===== src/design/whd_pkg.sv =====
// Package for the wire hit declusterer: field widths, register codes, reset values,
// the cluster command that the front hands to the back, and the state machine types.
// No dependencies.
package whd_pkg;

	localparam int IDX_W   = 12;
	localparam int PLANE_W = 6;
	localparam int WIRE_W  = 8;
	localparam int TIME_W  = 16;
	localparam int POS_W   = 21;
	localparam int DRIFT_W = 12;
	localparam int GAP_W   = 20;
	localparam int DPOS_W  = POS_W + 1;

	localparam int MAX_CLUSTER = 16;
	localparam int CNT_W       = $clog2(MAX_CLUSTER + 1);

	// Ring of hit indices shared by the open cluster and all queued clusters.
	localparam int RING_DEPTH = 64;
	localparam int RING_AW    = $clog2(RING_DEPTH);

	// Command queue between front and back.
	localparam int Q_DEPTH = 4;
	localparam int Q_AW    = $clog2(Q_DEPTH);

	localparam int APB_AW = 5;
	localparam int APB_DW = 32;

	typedef enum logic [2:0] {
		REG_PAIR_TIME_WINDOW   = 3'd0,
		REG_NOISE_GAP_MEAN     = 3'd1,
		REG_LAST_CHAMBER_PLANE = 3'd2,
		REG_PAIR_PLANE_LOW     = 3'd3,
		REG_PAIR_PLANE_HIGH    = 3'd4
	} reg_idx_t;

	localparam logic [TIME_W-1:0]  RST_PAIR_TIME_WINDOW   = 16'd128;
	localparam logic [TIME_W-1:0]  RST_NOISE_GAP_MEAN     = 16'd160;
	localparam logic [PLANE_W-1:0] RST_LAST_CHAMBER_PLANE = 6'd24;
	localparam logic [PLANE_W-1:0] RST_PAIR_PLANE_LOW     = 6'd13;
	localparam logic [PLANE_W-1:0] RST_PAIR_PLANE_HIGH    = 6'd18;

	typedef struct packed {
		logic [TIME_W-1:0]  pair_time_window;
		logic [TIME_W-1:0]  noise_gap_mean;
		logic [PLANE_W-1:0] last_chamber_plane;
		logic [PLANE_W-1:0] pair_plane_low;
		logic [PLANE_W-1:0] pair_plane_high;
	} cfg_t;

	// One closed cluster (or one pass-through hit) with what the decision needs.
	typedef struct packed {
		logic                      is_pass;
		logic [IDX_W-1:0]          pass_idx;
		logic [CNT_W-1:0]          n;
		logic [PLANE_W-1:0]        plane;
		logic signed [POS_W-1:0]   fpos;
		logic signed [POS_W-1:0]   lpos;
		logic [DRIFT_W-1:0]        fdrift;
		logic [DRIFT_W-1:0]        ldrift;
		logic [TIME_W-1:0]         ftime;
		logic [TIME_W-1:0]         ltime;
		logic [GAP_W-1:0]          gap_sum;
		logic                      run_last;
		logic                      event_done;
	} cmd_t;

	typedef struct packed {
		logic not_empty;
		logic room2;
	} q_stat_t;

	typedef enum logic {
		FR_IDLE,
		FR_PUSH_B
	} fr_state_t;

	typedef enum logic [1:0] {
		BK_IDLE,
		BK_DEC1,
		BK_DEC2,
		BK_EMIT
	} bk_state_t;

endpackage


===== src/design/whd_if.sv =====
// Channel interfaces of the wire hit declusterer: hit words in, decision words out.
// Depends on whd_pkg for the field widths.
interface whd_hit_if import whd_pkg::*; ();
	logic                valid;
	logic                ready;
	logic [IDX_W-1:0]    hit_index;
	logic [PLANE_W-1:0]  plane;
	logic [WIRE_W-1:0]   wire_req;
	logic [TIME_W-1:0]   hit_time;
	logic signed [POS_W-1:0] position;
	logic [DRIFT_W-1:0]  drift;
	logic                event_end;

	modport source(output valid, hit_index, plane, wire_req, hit_time, position, drift,
		event_end, input ready);
	modport sink(input valid, hit_index, plane, wire_req, hit_time, position, drift,
		event_end, output ready);
endinterface

interface whd_res_if import whd_pkg::*; ();
	logic             valid;
	logic             ready;
	logic [IDX_W-1:0] kept_index;
	logic             keep;
	logic             run_last;
	logic             event_done;

	modport source(output valid, kept_index, keep, run_last, event_done, input ready);
	modport sink(input valid, kept_index, keep, run_last, event_done, output ready);
endinterface


===== src/design/whd_ram.sv =====
// Generic single-write, single-read RAM with a registered, enabled read port.
// No dependencies.
module whd_ram #(
	parameter int WIDTH = 8,
	parameter int DEPTH = 16
) (
	input  logic                     clk,
	input  logic                     we,
	input  logic [$clog2(DEPTH)-1:0] waddr,
	input  logic [WIDTH-1:0]         wdata,
	input  logic                     re,
	input  logic [$clog2(DEPTH)-1:0] raddr,
	output logic [WIDTH-1:0]         rdata
);

	logic [WIDTH-1:0] mem_q [DEPTH];
	logic [WIDTH-1:0] rdata_q;

	always_ff @(posedge clk) begin
		if (we) begin
			mem_q[waddr] <= wdata;
		end
		if (re) begin
			rdata_q <= mem_q[raddr];
		end
	end

	assign rdata = rdata_q;

endmodule


===== src/design/whd_queue.sv =====
// Short command queue between the declusterer front and back.
// Depends on whd_pkg for cmd_t and q_stat_t.
module whd_queue import whd_pkg::*; (
	input  logic    clk,
	input  logic    arst_n,
	input  logic    push,
	input  cmd_t    push_data,
	input  logic    pop,
	output cmd_t    head,
	output q_stat_t stat
);

	cmd_t            mem_q [Q_DEPTH];
	logic [Q_AW-1:0] wp_q;
	logic [Q_AW-1:0] rp_q;
	logic [Q_AW:0]   cnt_q;

	always_ff @(posedge clk) begin
		if (push) begin
			mem_q[wp_q] <= push_data;
		end
	end

	always_ff @(posedge clk or negedge arst_n) begin
		if (!arst_n) begin
			wp_q  <= '0;
			rp_q  <= '0;
			cnt_q <= '0;
		end else begin
			if (push) begin
				wp_q <= wp_q + Q_AW'(1);
			end
			if (pop) begin
				rp_q <= rp_q + Q_AW'(1);
			end
			cnt_q <= cnt_q + (Q_AW+1)'(push) - (Q_AW+1)'(pop);
		end
	end

	assign head           = mem_q[rp_q];
	assign stat.not_empty = (cnt_q != '0);
	assign stat.room2     = (cnt_q <= (Q_AW+1)'(Q_DEPTH - 2));

endmodule


===== src/design/whd_front.sv =====
// Front of the declusterer: takes hit words, tracks the open cluster, writes hit
// indices to the ring and queues one command per closed cluster or pass-through hit.
// Depends on whd_pkg and whd_if.
module whd_front import whd_pkg::*; (
	input  logic               clk,
	input  logic               arst_n,
	input  cfg_t               cfg,
	whd_hit_if.sink            hit,
	input  q_stat_t            q_stat,
	output logic               push,
	output cmd_t               push_data,
	output logic               ring_we,
	output logic [RING_AW-1:0] ring_waddr,
	output logic [IDX_W-1:0]   ring_wdata,
	input  logic               ring_rel
);

	fr_state_t st_q, st_d;

	logic [CNT_W-1:0]        count_q;
	logic [PLANE_W-1:0]      open_plane_q;
	logic [WIRE_W-1:0]       open_wire_q;
	logic signed [POS_W-1:0] first_pos_q;
	logic [DRIFT_W-1:0]      first_drift_q;
	logic [TIME_W-1:0]       first_time_q;
	logic signed [POS_W-1:0] latest_pos_q;
	logic [DRIFT_W-1:0]      latest_drift_q;
	logic [TIME_W-1:0]       latest_time_q;
	logic [GAP_W-1:0]        gap_sum_q;
	logic [RING_AW-1:0]      wp_q;
	logic [RING_AW:0]        ring_used_q;
	logic                    b_pass_q;
	logic                    b_end_q;
	logic [IDX_W-1:0]        b_idx_q;

	logic               acc;
	logic               is_pass;
	logic [WIRE_W:0]    wdiff;
	logic               join_ok;
	logic               close_old;
	logic               fresh;
	logic [CNT_W-1:0]   new_count;
	logic               b_valid;
	logic [TIME_W-1:0]  gap;
	cmd_t               snap;

	assign is_pass   = (hit.plane > cfg.last_chamber_plane);
	assign wdiff     = {1'b0, hit.wire_req} - {1'b0, open_wire_q};
	assign join_ok   = (hit.plane == open_plane_q) && ($signed(wdiff) <= 9'sd1);
	assign close_old = (count_q != '0) && (is_pass || !join_ok);
	assign fresh     = (count_q == '0) || close_old;
	assign new_count = fresh ? CNT_W'(1) : count_q + CNT_W'(1);
	assign b_valid   = is_pass || (new_count == CNT_W'(MAX_CLUSTER)) || hit.event_end;
	assign gap       = (latest_time_q > hit.hit_time) ? latest_time_q - hit.hit_time
		: hit.hit_time - latest_time_q;

	assign hit.ready = (st_q == FR_IDLE) && q_stat.room2
		&& (ring_used_q < (RING_AW+1)'(RING_DEPTH));
	assign acc = hit.valid && hit.ready;

	assign ring_we    = acc && !is_pass;
	assign ring_waddr = wp_q;
	assign ring_wdata = hit.hit_index;

	// The open cluster as the registers hold it now.
	always_comb begin
		snap            = '0;
		snap.n          = count_q;
		snap.plane      = open_plane_q;
		snap.fpos       = first_pos_q;
		snap.lpos       = latest_pos_q;
		snap.fdrift     = first_drift_q;
		snap.ldrift     = latest_drift_q;
		snap.ftime      = first_time_q;
		snap.ltime      = latest_time_q;
		snap.gap_sum    = gap_sum_q;
	end

	always_comb begin
		st_d      = st_q;
		push      = 1'b0;
		push_data = snap;
		unique case (st_q)
			FR_IDLE: begin
				if (acc) begin
					push               = close_old;
					push_data.run_last = !b_valid;
					if (b_valid) begin
						st_d = FR_PUSH_B;
					end
				end
			end
			FR_PUSH_B: begin
				push = 1'b1;
				if (b_pass_q) begin
					push_data          = '0;
					push_data.is_pass  = 1'b1;
					push_data.pass_idx = b_idx_q;
					push_data.n        = CNT_W'(1);
				end
				push_data.run_last   = 1'b1;
				push_data.event_done = b_end_q;
				st_d = FR_IDLE;
			end
			default: st_d = FR_IDLE;
		endcase
	end

	always_ff @(posedge clk or negedge arst_n) begin
		if (!arst_n) begin
			st_q <= FR_IDLE;
		end else begin
			st_q <= st_d;
		end
	end

	always_ff @(posedge clk or negedge arst_n) begin
		if (!arst_n) begin
			count_q        <= '0;
			open_plane_q   <= '0;
			open_wire_q    <= '0;
			first_pos_q    <= '0;
			first_drift_q  <= '0;
			first_time_q   <= '0;
			latest_pos_q   <= '0;
			latest_drift_q <= '0;
			latest_time_q  <= '0;
			gap_sum_q      <= '0;
			wp_q           <= '0;
			ring_used_q    <= '0;
			b_pass_q       <= 1'b0;
			b_end_q        <= 1'b0;
			b_idx_q        <= '0;
		end else begin
			ring_used_q <= ring_used_q + (RING_AW+1)'(ring_we) - (RING_AW+1)'(ring_rel);
			if (acc) begin
				b_pass_q <= is_pass;
				b_end_q  <= hit.event_end;
				b_idx_q  <= hit.hit_index;
				if (is_pass) begin
					if (close_old) begin
						count_q <= '0;
					end
				end else begin
					wp_q           <= wp_q + RING_AW'(1);
					count_q        <= new_count;
					open_wire_q    <= hit.wire_req;
					latest_pos_q   <= hit.position;
					latest_drift_q <= hit.drift;
					latest_time_q  <= hit.hit_time;
					if (fresh) begin
						open_plane_q  <= hit.plane;
						first_pos_q   <= hit.position;
						first_drift_q <= hit.drift;
						first_time_q  <= hit.hit_time;
						gap_sum_q     <= '0;
					end else begin
						gap_sum_q <= gap_sum_q + GAP_W'(gap);
					end
				end
			end else if (st_q == FR_PUSH_B && !b_pass_q) begin
				count_q <= '0;
			end
		end
	end

	a_ring_rel_nonempty: assert property (@(posedge clk) disable iff (!arst_n)
		ring_rel |-> ring_used_q != '0)
		else $error("ring released while empty");

	a_cluster_not_full_at_accept: assert property (@(posedge clk) disable iff (!arst_n)
		acc |-> count_q < CNT_W'(MAX_CLUSTER))
		else $error("full cluster still open at accept");

endmodule


===== src/design/whd_back.sv =====
// Back of the declusterer: pops cluster commands, works out the keep decisions and
// emits one decision word per hit, reading the hit indices back from the ring.
// Depends on whd_pkg and whd_if.
module whd_back import whd_pkg::*; (
	input  logic               clk,
	input  logic               arst_n,
	input  cfg_t               cfg,
	input  cmd_t               q_head,
	input  q_stat_t            q_stat,
	output logic               pop,
	output logic               ring_re,
	output logic [RING_AW-1:0] ring_raddr,
	input  logic [IDX_W-1:0]   ring_rdata,
	output logic               ring_rel,
	whd_res_if.source          result
);

	bk_state_t st_q, st_d;

	cmd_t                     cmd_q;
	logic [CNT_W-1:0]         i_q;
	logic [RING_AW-1:0]       rp_q;
	logic signed [DPOS_W-1:0] dpos_q;
	logic [TIME_W-1:0]        dt_q;
	logic [GAP_W:0]           thresh_q;
	logic                     kf_q;
	logic                     kl_q;

	logic                     s1_valid_q;
	logic                     s1_keep_q;
	logic                     s1_pass_q;
	logic [IDX_W-1:0]         s1_idx_q;
	logic                     s1_run_last_q;
	logic                     s1_event_done_q;

	logic                     res_valid_q;
	logic [IDX_W-1:0]         res_idx_q;
	logic                     res_keep_q;
	logic                     res_run_last_q;
	logic                     res_event_done_q;

	logic                     s1_move;
	logic                     s1_free;
	logic                     issue;
	logic                     last_i;
	logic                     cur_keep;
	logic [CNT_W-1:0]         n_m1;

	logic signed [26:0]       d9;
	logic signed [26:0]       f20;
	logic signed [26:0]       l20;
	logic signed [DPOS_W:0]   dpos_x;
	logic signed [DPOS_W:0]   f5;
	logic signed [DPOS_W:0]   l5;
	logic                     fu, lu, fl, ll;
	logic                     in_range;
	logic                     dec_kf;
	logic                     dec_kl;

	assign n_m1     = cmd_q.n - CNT_W'(1);
	assign s1_move  = s1_valid_q && (!res_valid_q || result.ready);
	assign s1_free  = !s1_valid_q || s1_move;
	assign last_i   = cmd_q.is_pass || (i_q == n_m1);
	assign issue    = (st_q == BK_EMIT) && s1_free;
	assign cur_keep = (i_q == '0) ? kf_q : ((i_q == n_m1) ? kl_q : 1'b0);

	assign ring_re    = issue && !cmd_q.is_pass;
	assign ring_raddr = rp_q;
	assign ring_rel   = ring_re;

	// Drift bounds against the position difference; 20*drift > 9*dpos and 5*drift > dpos.
	assign d9     = ({{(27-DPOS_W){dpos_q[DPOS_W-1]}}, dpos_q} <<< 3)
		+ {{(27-DPOS_W){dpos_q[DPOS_W-1]}}, dpos_q};
	assign f20    = $signed(27'(cmd_q.fdrift) * 27'd20);
	assign l20    = $signed(27'(cmd_q.ldrift) * 27'd20);
	assign dpos_x = {dpos_q[DPOS_W-1], dpos_q};
	assign f5     = $signed((DPOS_W+1)'(cmd_q.fdrift) * (DPOS_W+1)'(5));
	assign l5     = $signed((DPOS_W+1)'(cmd_q.ldrift) * (DPOS_W+1)'(5));
	assign fu     = f20 > d9;
	assign lu     = l20 > d9;
	assign fl     = f5 > dpos_x;
	assign ll     = l5 > dpos_x;
	assign in_range = (cmd_q.plane >= cfg.pair_plane_low)
		&& (cmd_q.plane <= cfg.pair_plane_high);

	always_comb begin
		dec_kf = 1'b1;
		dec_kl = 1'b1;
		if (cmd_q.n == CNT_W'(2)) begin
			if ((fu && ll) || (fl && lu)) begin
				if (cmd_q.fdrift > cmd_q.ldrift) begin
					dec_kf = 1'b0;
				end else begin
					dec_kl = 1'b0;
				end
			end else if ((dt_q < cfg.pair_time_window) && in_range) begin
				dec_kf = 1'b0;
				dec_kl = 1'b0;
			end
		end else if ({1'b0, cmd_q.gap_sum} < thresh_q) begin
			dec_kf = 1'b0;
			dec_kl = 1'b0;
		end
	end

	always_comb begin
		st_d = st_q;
		pop  = 1'b0;
		unique case (st_q)
			BK_IDLE: begin
				if (q_stat.not_empty) begin
					pop = 1'b1;
					if (q_head.is_pass || q_head.n < CNT_W'(2)) begin
						st_d = BK_EMIT;
					end else begin
						st_d = BK_DEC1;
					end
				end
			end
			BK_DEC1: st_d = BK_DEC2;
			BK_DEC2: st_d = BK_EMIT;
			BK_EMIT: begin
				if (issue && last_i) begin
					st_d = BK_IDLE;
				end
			end
			default: st_d = BK_IDLE;
		endcase
	end

	always_ff @(posedge clk or negedge arst_n) begin
		if (!arst_n) begin
			st_q <= BK_IDLE;
		end else begin
			st_q <= st_d;
		end
	end

	always_ff @(posedge clk) begin
		if (pop) begin
			cmd_q <= q_head;
			i_q   <= '0;
			kf_q  <= 1'b1;
			kl_q  <= 1'b1;
		end
		if (st_q == BK_DEC1) begin
			dpos_q   <= DPOS_W'(cmd_q.lpos) - DPOS_W'(cmd_q.fpos);
			dt_q     <= (cmd_q.ftime > cmd_q.ltime) ? cmd_q.ftime - cmd_q.ltime
				: cmd_q.ltime - cmd_q.ftime;
			// Noise threshold: mean gap times the number of neighbor gaps.
			thresh_q <= (GAP_W+1)'(cfg.noise_gap_mean) * (GAP_W+1)'(n_m1);
		end
		if (st_q == BK_DEC2) begin
			kf_q <= dec_kf;
			kl_q <= dec_kl;
		end
		if (issue) begin
			i_q             <= i_q + CNT_W'(1);
			s1_keep_q       <= cur_keep;
			s1_pass_q       <= cmd_q.is_pass;
			s1_idx_q        <= cmd_q.pass_idx;
			s1_run_last_q   <= last_i && cmd_q.run_last;
			s1_event_done_q <= last_i && cmd_q.event_done;
		end
		if (s1_move) begin
			res_idx_q        <= s1_pass_q ? s1_idx_q : ring_rdata;
			res_keep_q       <= s1_keep_q;
			res_run_last_q   <= s1_run_last_q;
			res_event_done_q <= s1_event_done_q;
		end
	end

	always_ff @(posedge clk or negedge arst_n) begin
		if (!arst_n) begin
			rp_q        <= '0;
			s1_valid_q  <= 1'b0;
			res_valid_q <= 1'b0;
		end else begin
			if (ring_re) begin
				rp_q <= rp_q + RING_AW'(1);
			end
			if (issue) begin
				s1_valid_q <= 1'b1;
			end else if (s1_move) begin
				s1_valid_q <= 1'b0;
			end
			if (s1_move) begin
				res_valid_q <= 1'b1;
			end else if (result.ready) begin
				res_valid_q <= 1'b0;
			end
		end
	end

	assign result.valid      = res_valid_q;
	assign result.kept_index = res_idx_q;
	assign result.keep       = res_keep_q;
	assign result.run_last   = res_run_last_q;
	assign result.event_done = res_event_done_q;

	a_emit_in_cluster: assert property (@(posedge clk) disable iff (!arst_n)
		(st_q == BK_EMIT) |-> (cmd_q.is_pass || (cmd_q.n != '0 && i_q < cmd_q.n)))
		else $error("emit index beyond cluster size");

	a_read_held: assert property (@(posedge clk) disable iff (!arst_n)
		(s1_valid_q && !s1_move) |-> !ring_re)
		else $error("ring read while a read word is still held");

	a_decide_multi: assert property (@(posedge clk) disable iff (!arst_n)
		(st_q == BK_DEC2) |-> (!cmd_q.is_pass && cmd_q.n >= CNT_W'(2)))
		else $error("decision pass for a single-hit command");

endmodule


===== src/design/wire_hit_declusterer.sv =====
// Top level of the wire hit declusterer: APB register bank, front, command queue,
// back and the hit index ring. Depends on whd_pkg, whd_if, whd_ram, whd_queue,
// whd_front and whd_back.
//
//  Channel  Dir  Handshake         Word
//  hit      in   valid/ready       hit_index, plane, wire_req, hit_time, position,
//                                  drift, event_end
//  result   out  valid/ready       kept_index, keep, run_last, event_done
//  apb      in   psel/penable      5 register writes and reads, pready always high
//
// The front takes a hit word every cycle while hits only join or close clusters and the
// queue and the ring have room; a hit that flushes itself (pass-through, event end or a
// full cluster) holds ready low while the front queues that cluster or pass-through word
// in its push state. The back pops a command, passes through the decision states DEC1 and
// DEC2 for clusters of two or more hits, then issues one decision word per cycle, while
// the output is not stalled, through a ring read and an output register. Reset is
// asynchronous and active low; it restores the register defaults and empties the open
// cluster, the queue and the ring. A stalled result port backs up into the queue and the
// ring and finally drops hit ready; the front keeps accepting hits while earlier decision words still wait.
module wire_hit_declusterer import whd_pkg::*; (
	input  logic              clk,
	input  logic              arst_n,
	whd_hit_if.sink           hit,
	whd_res_if.source         result,
	input  logic              psel,
	input  logic              penable,
	input  logic              pwrite,
	input  logic [APB_AW-1:0] paddr,
	input  logic [APB_DW-1:0] pwdata,
	output logic [APB_DW-1:0] prdata,
	output logic              pready
);

	cfg_t               cfg_q;
	logic               cfg_wr;
	logic [2:0]         reg_sel;

	cmd_t               push_data;
	cmd_t               q_head;
	q_stat_t            q_stat;
	logic               push;
	logic               pop;

	logic               ring_we;
	logic [RING_AW-1:0] ring_waddr;
	logic [IDX_W-1:0]   ring_wdata;
	logic               ring_re;
	logic [RING_AW-1:0] ring_raddr;
	logic [IDX_W-1:0]   ring_rdata;
	logic               ring_rel;

	// Register bank. A write lands in the access phase; unknown addresses are ignored.
	assign pready  = 1'b1;
	assign cfg_wr  = psel && penable && pwrite;
	assign reg_sel = paddr[APB_AW-1:2];

	always_ff @(posedge clk or negedge arst_n) begin
		if (!arst_n) begin
			cfg_q.pair_time_window   <= RST_PAIR_TIME_WINDOW;
			cfg_q.noise_gap_mean     <= RST_NOISE_GAP_MEAN;
			cfg_q.last_chamber_plane <= RST_LAST_CHAMBER_PLANE;
			cfg_q.pair_plane_low     <= RST_PAIR_PLANE_LOW;
			cfg_q.pair_plane_high    <= RST_PAIR_PLANE_HIGH;
		end else if (cfg_wr) begin
			unique case (reg_sel)
				REG_PAIR_TIME_WINDOW:   cfg_q.pair_time_window   <= pwdata[TIME_W-1:0];
				REG_NOISE_GAP_MEAN:     cfg_q.noise_gap_mean     <= pwdata[TIME_W-1:0];
				REG_LAST_CHAMBER_PLANE: cfg_q.last_chamber_plane <= pwdata[PLANE_W-1:0];
				REG_PAIR_PLANE_LOW:     cfg_q.pair_plane_low     <= pwdata[PLANE_W-1:0];
				REG_PAIR_PLANE_HIGH:    cfg_q.pair_plane_high    <= pwdata[PLANE_W-1:0];
				default: ;
			endcase
		end
	end

	always_comb begin
		unique case (reg_sel)
			REG_PAIR_TIME_WINDOW:   prdata = APB_DW'(cfg_q.pair_time_window);
			REG_NOISE_GAP_MEAN:     prdata = APB_DW'(cfg_q.noise_gap_mean);
			REG_LAST_CHAMBER_PLANE: prdata = APB_DW'(cfg_q.last_chamber_plane);
			REG_PAIR_PLANE_LOW:     prdata = APB_DW'(cfg_q.pair_plane_low);
			REG_PAIR_PLANE_HIGH:    prdata = APB_DW'(cfg_q.pair_plane_high);
			default:                prdata = '0;
		endcase
	end

	// The front sorts hits into clusters and queues one command per closed cluster or pass-through hit.
	whd_front u_front (
		.clk        (clk),
		.arst_n     (arst_n),
		.cfg        (cfg_q),
		.hit        (hit),
		.q_stat     (q_stat),
		.push       (push),
		.push_data  (push_data),
		.ring_we    (ring_we),
		.ring_waddr (ring_waddr),
		.ring_wdata (ring_wdata),
		.ring_rel   (ring_rel)
	);

	whd_queue u_queue (
		.clk       (clk),
		.arst_n    (arst_n),
		.push      (push),
		.push_data (push_data),
		.pop       (pop),
		.head      (q_head),
		.stat      (q_stat)
	);

	// Hit indices of every chamber hit, in arrival order; the back reads them in order.
	whd_ram #(
		.WIDTH (IDX_W),
		.DEPTH (RING_DEPTH)
	) u_ring (
		.clk   (clk),
		.we    (ring_we),
		.waddr (ring_waddr),
		.wdata (ring_wdata),
		.re    (ring_re),
		.raddr (ring_raddr),
		.rdata (ring_rdata)
	);

	// The back decides each cluster and emits one decision word per hit.
	whd_back u_back (
		.clk        (clk),
		.arst_n     (arst_n),
		.cfg        (cfg_q),
		.q_head     (q_head),
		.q_stat     (q_stat),
		.pop        (pop),
		.ring_re    (ring_re),
		.ring_raddr (ring_raddr),
		.ring_rdata (ring_rdata),
		.ring_rel   (ring_rel),
		.result     (result)
	);

endmodule

===== src/flat_wrapper.sv =====
// flat-port wrapper written by rule: the top's interface ports become plain ports
module wire_hit_declusterer_flat import whd_pkg::*;
  (clk, arst_n, psel, penable, pwrite, paddr, pwdata, prdata, pready, hit_valid, hit_hit_index, hit_plane, hit_wire_req, hit_hit_time, hit_position, hit_drift, hit_event_end, hit_ready, result_valid, result_kept_index, result_keep, result_run_last, result_event_done, result_ready);
  whd_hit_if hit_i ();
  whd_res_if result_i ();
  input  logic clk;
  input  logic arst_n;
  input  logic psel;
  input  logic penable;
  input  logic pwrite;
  input  logic [APB_AW-1:0] paddr;
  input  logic [APB_DW-1:0] pwdata;
  output logic [APB_DW-1:0] prdata;
  output logic pready;
  input wire logic [$bits(hit_i.valid)-1:0] hit_valid;
  input wire logic [$bits(hit_i.hit_index)-1:0] hit_hit_index;
  input wire logic [$bits(hit_i.plane)-1:0] hit_plane;
  input wire logic [$bits(hit_i.wire_req)-1:0] hit_wire_req;
  input wire logic [$bits(hit_i.hit_time)-1:0] hit_hit_time;
  input wire logic [$bits(hit_i.position)-1:0] hit_position;
  input wire logic [$bits(hit_i.drift)-1:0] hit_drift;
  input wire logic [$bits(hit_i.event_end)-1:0] hit_event_end;
  output wire logic [$bits(hit_i.ready)-1:0] hit_ready;
  output wire logic [$bits(result_i.valid)-1:0] result_valid;
  output wire logic [$bits(result_i.kept_index)-1:0] result_kept_index;
  output wire logic [$bits(result_i.keep)-1:0] result_keep;
  output wire logic [$bits(result_i.run_last)-1:0] result_run_last;
  output wire logic [$bits(result_i.event_done)-1:0] result_event_done;
  input wire logic [$bits(result_i.ready)-1:0] result_ready;
  assign hit_i.valid = hit_valid;
  assign hit_i.hit_index = hit_hit_index;
  assign hit_i.plane = hit_plane;
  assign hit_i.wire_req = hit_wire_req;
  assign hit_i.hit_time = hit_hit_time;
  assign hit_i.position = hit_position;
  assign hit_i.drift = hit_drift;
  assign hit_i.event_end = hit_event_end;
  assign hit_ready = hit_i.ready;
  assign result_valid = result_i.valid;
  assign result_kept_index = result_i.kept_index;
  assign result_keep = result_i.keep;
  assign result_run_last = result_i.run_last;
  assign result_event_done = result_i.event_done;
  assign result_i.ready = result_ready;
  wire_hit_declusterer u_core (.clk(clk), .arst_n(arst_n), .hit(hit_i), .result(result_i), .psel(psel), .penable(penable), .pwrite(pwrite), .paddr(paddr), .pwdata(pwdata), .prdata(prdata), .pready(pready));
endmodule

===== config.mk =====
export PLATFORM = sky130hd
export DESIGN_NAME = wire_hit_declusterer_flat
export DESIGN_NICKNAME = d
export VERILOG_FILES = /design/src/design/whd_pkg.sv /design/src/design/whd_if.sv /design/src/design/whd_ram.sv /design/src/design/whd_queue.sv /design/src/design/whd_front.sv /design/src/design/whd_back.sv /design/src/design/wire_hit_declusterer.sv /design/src/flat_wrapper.sv
export SDC_FILE = /design/constraint.sdc
export NUM_CORES = 2
export LEC_CHECK = 0
export ABC_AREA = 1
export BUFFER_PORTS_ARGS = -buffer_cell sky130_fd_sc_hd__buf_4
export CAP_MARGIN = 5
export CORE_MARGIN = 2
export CORE_UTILIZATION = 30
export DETAILED_ROUTE_END_ITERATION = 6
export SLEW_MARGIN = 10
export SYNTH_ARGS = -nofsm -noshare
export SYNTH_HDL_FRONTEND = slang
export SYNTH_SLANG_ARGS = --single-unit

===== constraint.sdc =====
create_clock -name clk -period 8.2 [get_ports clk]
set_input_delay 0.41 -clock clk [delete_from_list [all_inputs] [get_ports clk]]
set_output_delay 0.41 -clock clk [all_outputs]
set_load 0.01 [all_outputs]

**Yosys cells after proc, flatten, opt, wreduce, memory -nomap -nowiden**

Memory sizes are Yosys's and may differ from the RTL's. A register that Yosys moved wholly into a read port is not among the register bits.
Index checks and enable logic that the tools add are counted.

- Add/subtract/negate cells: 19
- Multiply operators: 5
- Div/mod/pow operators: 0
- Order comparisons: 16
- Equality and inequality tests: 14
- Shift operators: 0
- Multiplexer cells: 49
- Bitwise logic cells: 2
- Reduce and logical (&&, ||, !) cells: 55

Operator list:

| operator | count |
|---|---|
| 144-bit two-way mux | 1 |
| 142-bit two-way mux | 1 |
| 16-bit one-hot mux with 5 select lines | 1 |
| 16-bit subtractor | 4 |
| 12-bit by 3-bit multiplier with 15-bit output (second input constant) | 4 |
| 18-bit by 26-bit > comparator with 1-bit output | 2 |
| 16-bit by 22-bit > comparator with 1-bit output | 2 |
| 5-bit two-way mux | 7 |
| 16-bit > comparator | 2 |
| 16-bit two-way mux | 2 |
| 1-bit two-way mux | 28 |
| 25-bit by 22-bit adder with 26-bit output | 1 |
| 21-bit by 21-bit subtractor with 22-bit output | 1 |
| 20-bit by 21-bit < comparator with 1-bit output | 1 |
| 16-bit by 5-bit multiplier with 21-bit output | 1 |
| 20-bit by 16-bit adder with 20-bit output | 1 |
| 20-bit two-way mux | 1 |
| 1-bit logical AND | 19 |
| 16-bit < comparator | 1 |
| 2-bit AND reduction | 8 |
| 6-bit by 1-bit adder with 6-bit output (second input constant) | 2 |
| 12-bit > comparator | 1 |
| 12-bit two-way mux | 1 |
| 5-bit by 1-bit adder with 5-bit output (second input constant) | 2 |
| other kinds (38) | 66 |

- Register bits after elaboration: 473
- Latch bits: 0
- RAM bits: 1344
- ROM bits: 0
- Output and inout bits: 50
- Memories: 2

Memories:

| memory | depth | width | rd ports | clocked after Yosys merged registers in | wr ports | line | source |
|---|---|---|---|---|---|---|---|
| u_core.u_ring.mem_q | 64 | 12 | 1 | 1 | 1 | whd_ram.sv:16 | `logic [WIDTH-1:0] mem_q [DEPTH];` |
| u_core.u_queue.mem_q | 4 | 144 | 1 | 0 | 1 | whd_queue.sv:13 | `cmd_t mem_q [Q_DEPTH];` |

**Logic depth before layout (Yosys ltp)**

- Depth after elaboration: 14
- Mapped depth: 33
- Depth with buffers taken out: 33

**Hierarchy**

From an unflattened synthesis, not the netlist that was laid out.

- Cell total of the unflattened synthesis: 8762
- Area total of the unflattened synthesis: 88324.7 µm²

Modules (own cells, without submodules):

| module | instances | cells an instance | area an instance (µm²) | sequential area each (µm²) |
|---|---|---|---|---|
| whd_ram | 1 | 2661 | 31795.5 | 23422.5 |
| whd_queue | 1 | 2298 | 24538.5 | 17471.8 |
| whd_back | 1 | 1962 | 18432.7 | 7487.2 |
| whd_front | 1 | 1524 | 10876.7 | 4129.0 |
| wire_hit_declusterer | 1 | 317 | 2681.3 | 1263.7 |

**Worst setup path after synthesis**

No wires, ideal clock.

- Path type: input -> register
- Start point: in hit_wire_req[0]
- End point: mem u_core.u_queue.mem_q[0][0] (netlist name) (enable)
- Arrival: 7980 ps
- Slack: -429 ps
- Cell stages on the path: 13
- Buffers on the path: 0
- Cells stage by stage: inv_1 ha_1 fa_1 o21ai_2 a21oi_2 o21ai_1 a21o_1 nand2_1 nand2_1 nand3_1 nand2_1 inv_1 nor2_1

- Word-level cells in the longest chain between the ends: 10

RTL lines:

| item | line | source |
|---|---|---|
| from (decl) | flat_wrapper.sv:18 | `input wire logic [$bits(hit_i.wire_req)-1:0] hit_wire_req;` |
| 8-bit by 8-bit subtractor with 9-bit output | whd_front.sv:48 | `assign wdiff = {1'b0, hit.wire_req} - {1'b0, open_wire_q};` |
| 9-bit by 2-bit <= comparator with 1-bit output | whd_front.sv:49 | `assign join_ok = (hit.plane == open_plane_q) && ($signed(wdiff) <= 9'sd1);` |
| 1-bit logical AND | whd_front.sv:49 |  |
| 1-bit zero test | whd_front.sv:50 | `assign close_old = (count_q != '0) && (is_pass \|\| !join_ok);` |
| 1-bit logical OR | whd_front.sv:50 |  |
| 1-bit logical AND | whd_front.sv:50 |  |
| 1-bit two-way mux | whd_front.sv:85 | `if (acc) begin` |
| 1-bit one-hot mux with 2 select lines | whd_front.sv:83 | `unique case (st_q)` |
| 1-bit two-way mux | whd_queue.sv:19 | `if (push) begin` |
| 1-bit two-way mux (implied by the code) | whd_queue.sv:20 | `mem_q[wp_q] <= push_data;` |
| to (decl) | whd_queue.sv:13 |  |

No other way between the ends.

**Worst setup path in the final report**

- Start point: reg u_core.u_back.cmd_q[126] (netlist name)
- End point: reg u_core.u_back.thresh_q[17], data pin

- Word-level cells in the longest chain between the ends: 2

RTL lines:

| item | line | source |
|---|---|---|
| from (decl) | whd_back.sv:20 | `cmd_t cmd_q;` |
| from (signal assigned) | whd_back.sv:141 | `cmd_q <= q_head;` |
| 5-bit by 1-bit subtractor with 5-bit output | whd_back.sv:60 | `assign n_m1 = cmd_q.n - CNT_W'(1);` |
| 16-bit by 5-bit multiplier with 21-bit output | whd_back.sv:151 | `thresh_q <= (GAP_W+1)'(cfg.noise_gap_mean) * (GAP_W+1)'(n_m1);` |
| to (signal assigned) | whd_back.sv:151 |  |
| to (decl) | whd_back.sv:25 | `logic [GAP_W:0] thresh_q;` |

No other way between the ends.
A chain may end at the register's enable or synchronous reset.

==> results.md <==
* Initial Util at 0.301
* Vias in the first global route at 53,600
* CTS root buf: clkbuf_16
* Crit Path Max Fanout at 16
* Slew @ Worst Pin at 1.23 ns
* Routed length per instance at roughly 19 µm
* Die area at around 280,000 µm²
* Startpoint of the worst hold path: penable
* Min-delay worst type: primary input to register
* Slew headroom at 0.174
* Fin Clk Skew at approximately 0.13 ns
* Ranking of synthesized cells by area: edfxtp_1 (58%), dfrtp_1 (6.7%), nor2_1 (5.3%), ha_1 (5.3%), o21ai_0 (4.3%)
* Post-synth EDFFs at approximately 1,600
* TritonCTS buffer count at between 150 and 200
* Cells on worst reg2reg path at 21
* Vias per cell at around 4.9
* Core Region at 276,000 µm²
* Pwr per Cell Area at around 410 nW/µm²
* Worst setup EP type: register
* DRT iter0 DRCs at about 4,500
* Row cnt at around 190
* Static leakage at about 35 nW
* Pwr Total at just under 40 mW
* H-tree levels at 4
* Final WL at 211,000 µm
* Logic pwr share at 0.435
* Layout cells sized above 1 at 0.0745
* Worst Slack Setup Final at roughly 2.3 ns
* Status: finished with violations
* Die height at approximately 530 µm
* CP dominant cell by count: nand2_1
* Synth warn at 0
* WHS at between 0.1 and 0.15 ns
* Worst-Skew Late Latency at ~0.9 ns
* Clk buf depth at 4
* Seq pwr share at 0.346
* RSZ-0062 raised after global routing: false
* Grt ovf at 0
* Global-route wire length before repair at between 300,000 and 400,000 µm
* Final setup violation count at 0
* Net Switching at 15.8 mW
* Max-slew violations at 0
* Largest net degree at the start of global routing at approximately 220
* Critical path type: register to register
* Register-to-register setup slack at 2.34 ns
* Nets at around 8,000
* Clk pin slew, worst setup/hold paths at around 0.060 ns
* FF/Latch Area at 53,800 µm²
* Hold depth at 5
* Final Hold Vio Count at 0
* All-Layer GR Usage at 0.146
* Number of synthesized register bits at about 1,800
* Switch share at 0.404
* Leading area contributor after synthesis: edfxtp_1
* Worst r2r src: u_core.u_back.cmd_q[126]$_DFFE_PP_
* Most used DFF post-synth: edfxtp_1
* Register area share after synthesis at 0.647
* Fmax at roughly 170 MHz
* DRT antenna net count at 0
* Vias at 54,500
* Cell internal pwr at about 23 mW
* Syn Inst Count at between 7,000 and 8,000
* Fraction of registers with async set/reset at 0.127
* Synth top area share at 0.577
* Detailed placement HPWL at approximately 130,000 µm
* Drt first pass iters at 7
* MaxCap Viol Count at 0
* Worst path required time at just under 9 ns
* Crit. Startpoint: u_core.u_back.cmd_q[126]$_DFFE_PP_
* Antenna violations before repair at 11
* Worst vdd ir at 0.278 mV
* CTS tree: done
* Ports at between 150 and 200
* Util after Layout at 0.344
* Port bufs at roughly 130
* Cell variety after synth at between 60 and 70
* Area delta synth->final at 14.3%
* Syn Area/Cell at ~12 µm²
* Sink Count at about 1,800
* Fillers at ~27,000
* Arr. time, crit path at about 6.4 ns
* Failing checks: DRC
* Gpl congestion at between 0.8 and 0.9
* Clock share of power at 0.219
* Area of the multi-input gates at roughly 25,000 µm²
* Pre-CTS setup slack at about 2.3 ns
* Die span in x at roughly 530 µm
* Minimum clock period at just under 6 ns
* Startpoint Class: register
* Crit-path slowest cell: fa_1
* Max incr delay on CP at 0.55 ns
* Mapped Area at 83,100 µm²
* Worst-path cell chain: inv_1 -> ha_1 -> or2_2 -> nand2_1 -> inv_1 -> nand2_1 -> fa_1 -> fa_1 -> fa_1 -> inv_1 -> ha_1 -> a21oi_1 -> o21ai_0 -> nand2_1 -> o211ai_1 -> a31oi_1 -> o21ai_0 -> nand2_1 -> nor2_1 -> nor2_1 -> xor2_1
* Fin crit share at 0.715
* DRC viols at 1
power by group through the flow:
stage | Clock [mW] | Sequential (mW) | Combinational [mW]
detailed placement | 0 | 13.7 | 16.9
global route | 9.08 | 13.7 | 19.3
CTS | 8.73 | 13.6 | 17.1
floorplan | 0 | 13.3 | 12.3
global placement | 0 | 13.7 | 16.6
finish | 8.56 | 13.5 | 17.0
worst paths after layout:
path,to
setup / recovery,u_core.u_back.thresh_q[17]$_DFFE_PN_
hold / removal,u_core.cfg_q[4]$_DFFE_PN1P_
setup reg to reg,u_core.u_back.thresh_q[17]$_DFFE_PN_
hold reg to reg,u_core.u_back.s1_idx_q[11]$_DFFE_PP_
max in group asynchronous,u_core.u_front.latest_pos_q[5]$_DFFE_PN0P_
min in group asynchronous,u_core.u_front.first_time_q[5]$_DFFE_PN0P_
cell type report:
type                    count  area share
repair buffers            276      0.0251
diodes                      4    0.000105
inverters                 702      0.0280
flip-flops and latches   1829       0.566
multi-input cells        4326       0.267
well taps                3705      0.0488
clock buffers             252      0.0557
clock inverters            90     0.00885
metrics by stage:
step           cell area, µm²  setup TNS (ns)  instances
2_1_floorplan           83200         -247.05       7199
3_3_place_gp            88000               0      10800
3_5_place_dp            88000               0      10800
4_1_cts                 95000               0      11200
5_1_grt                 95000               0      11200
6_report                95000               0      11200
routing by layer:
metal / part of all wire / global-route usage / wire, µm
met1: 0.44 / 0.195 / 91700
met2: 0.47 / 0.240 / 99600
met3: 0.059 / 0.0221 / 12500
met4: 0.032 / 0.0490 / 6700
met5: 0.00029 / 0 / 62
cells in the mapped netlist, drive strengths merged, types with 104 or more instances:
library cell	count
nor2	1175
ha	349
o21ai	740
nand3	179
o32ai	115
clkbuf	238
buf	104
edfxtp	1597
o22ai	179
dfrtp	222
a21oi	287
inv	700
nand2	690
cell families after synthesis:
group / Yosys count / synth area share
buf+inv: 1044 / 0.0495
mux: 103 / 0.0127
simple gates: 2127 / 0.102
flops: 1829 / 0.647
xor+xnor: 144 / 0.0152
other cells: 2 / 0.0000903
fa+ha+maj: 403 / 0.0655
compound gates: 1532 / 0.109
flip-flops by register name, summed over array words and instances (netlist names), 16 cells and up:
name / count
u_core.u_back.cmd_q: 144
u_core.u_ring.mem_q: 768
u_core.u_front.gap_sum_q: 20
u_core.u_queue.mem_q: 576
u_core.u_front.latest_time_q: 16
u_core.u_back.dt_q: 16
u_core.u_back.thresh_q: 21
u_core.cfg_q: 50
u_core.u_front.latest_pos_q: 21
u_core.u_front.first_time_q: 16
u_core.u_back.dpos_q: 22
u_core.u_front.first_pos_q: 21
worst max-delay path: cells and delay by family (launching register included):
kind	cells	cell delay, ns
adder cells (fa/ha/maj)	5	2.24
AND/OR/NAND/NOR	7	1.27
AO/OA/AOI/OAI	5	0.85
buffers and inverters	3	0.58
flip-flops	1	0.49
XOR/XNOR	1	0.15
repair_timing:
action / CTS / global route
buffers inserted: 0 / 0
endpoints found under the hold margin: 267 / 0
hold buffers: 84 / 0
resized for setup: 0 / 0
layout by cell type, fill, tap and decap left out, types with 84 or more instances in the layout:
cell type      instances
a21oi_1              281
buf_4                183
clkbuf_16            197
dfrtp_1              217
dlygate4sd3_1         84
edfxtp_1            1597
ha_1                 348
inv_1                691
mux2i_1               84
nand2_1              686
nand3_1              178
nor2_1              1148
o21ai_0              709
o22ai_1              179
o32ai_1              115
xor2_1                99
Power figures use the tool's default switching activity.
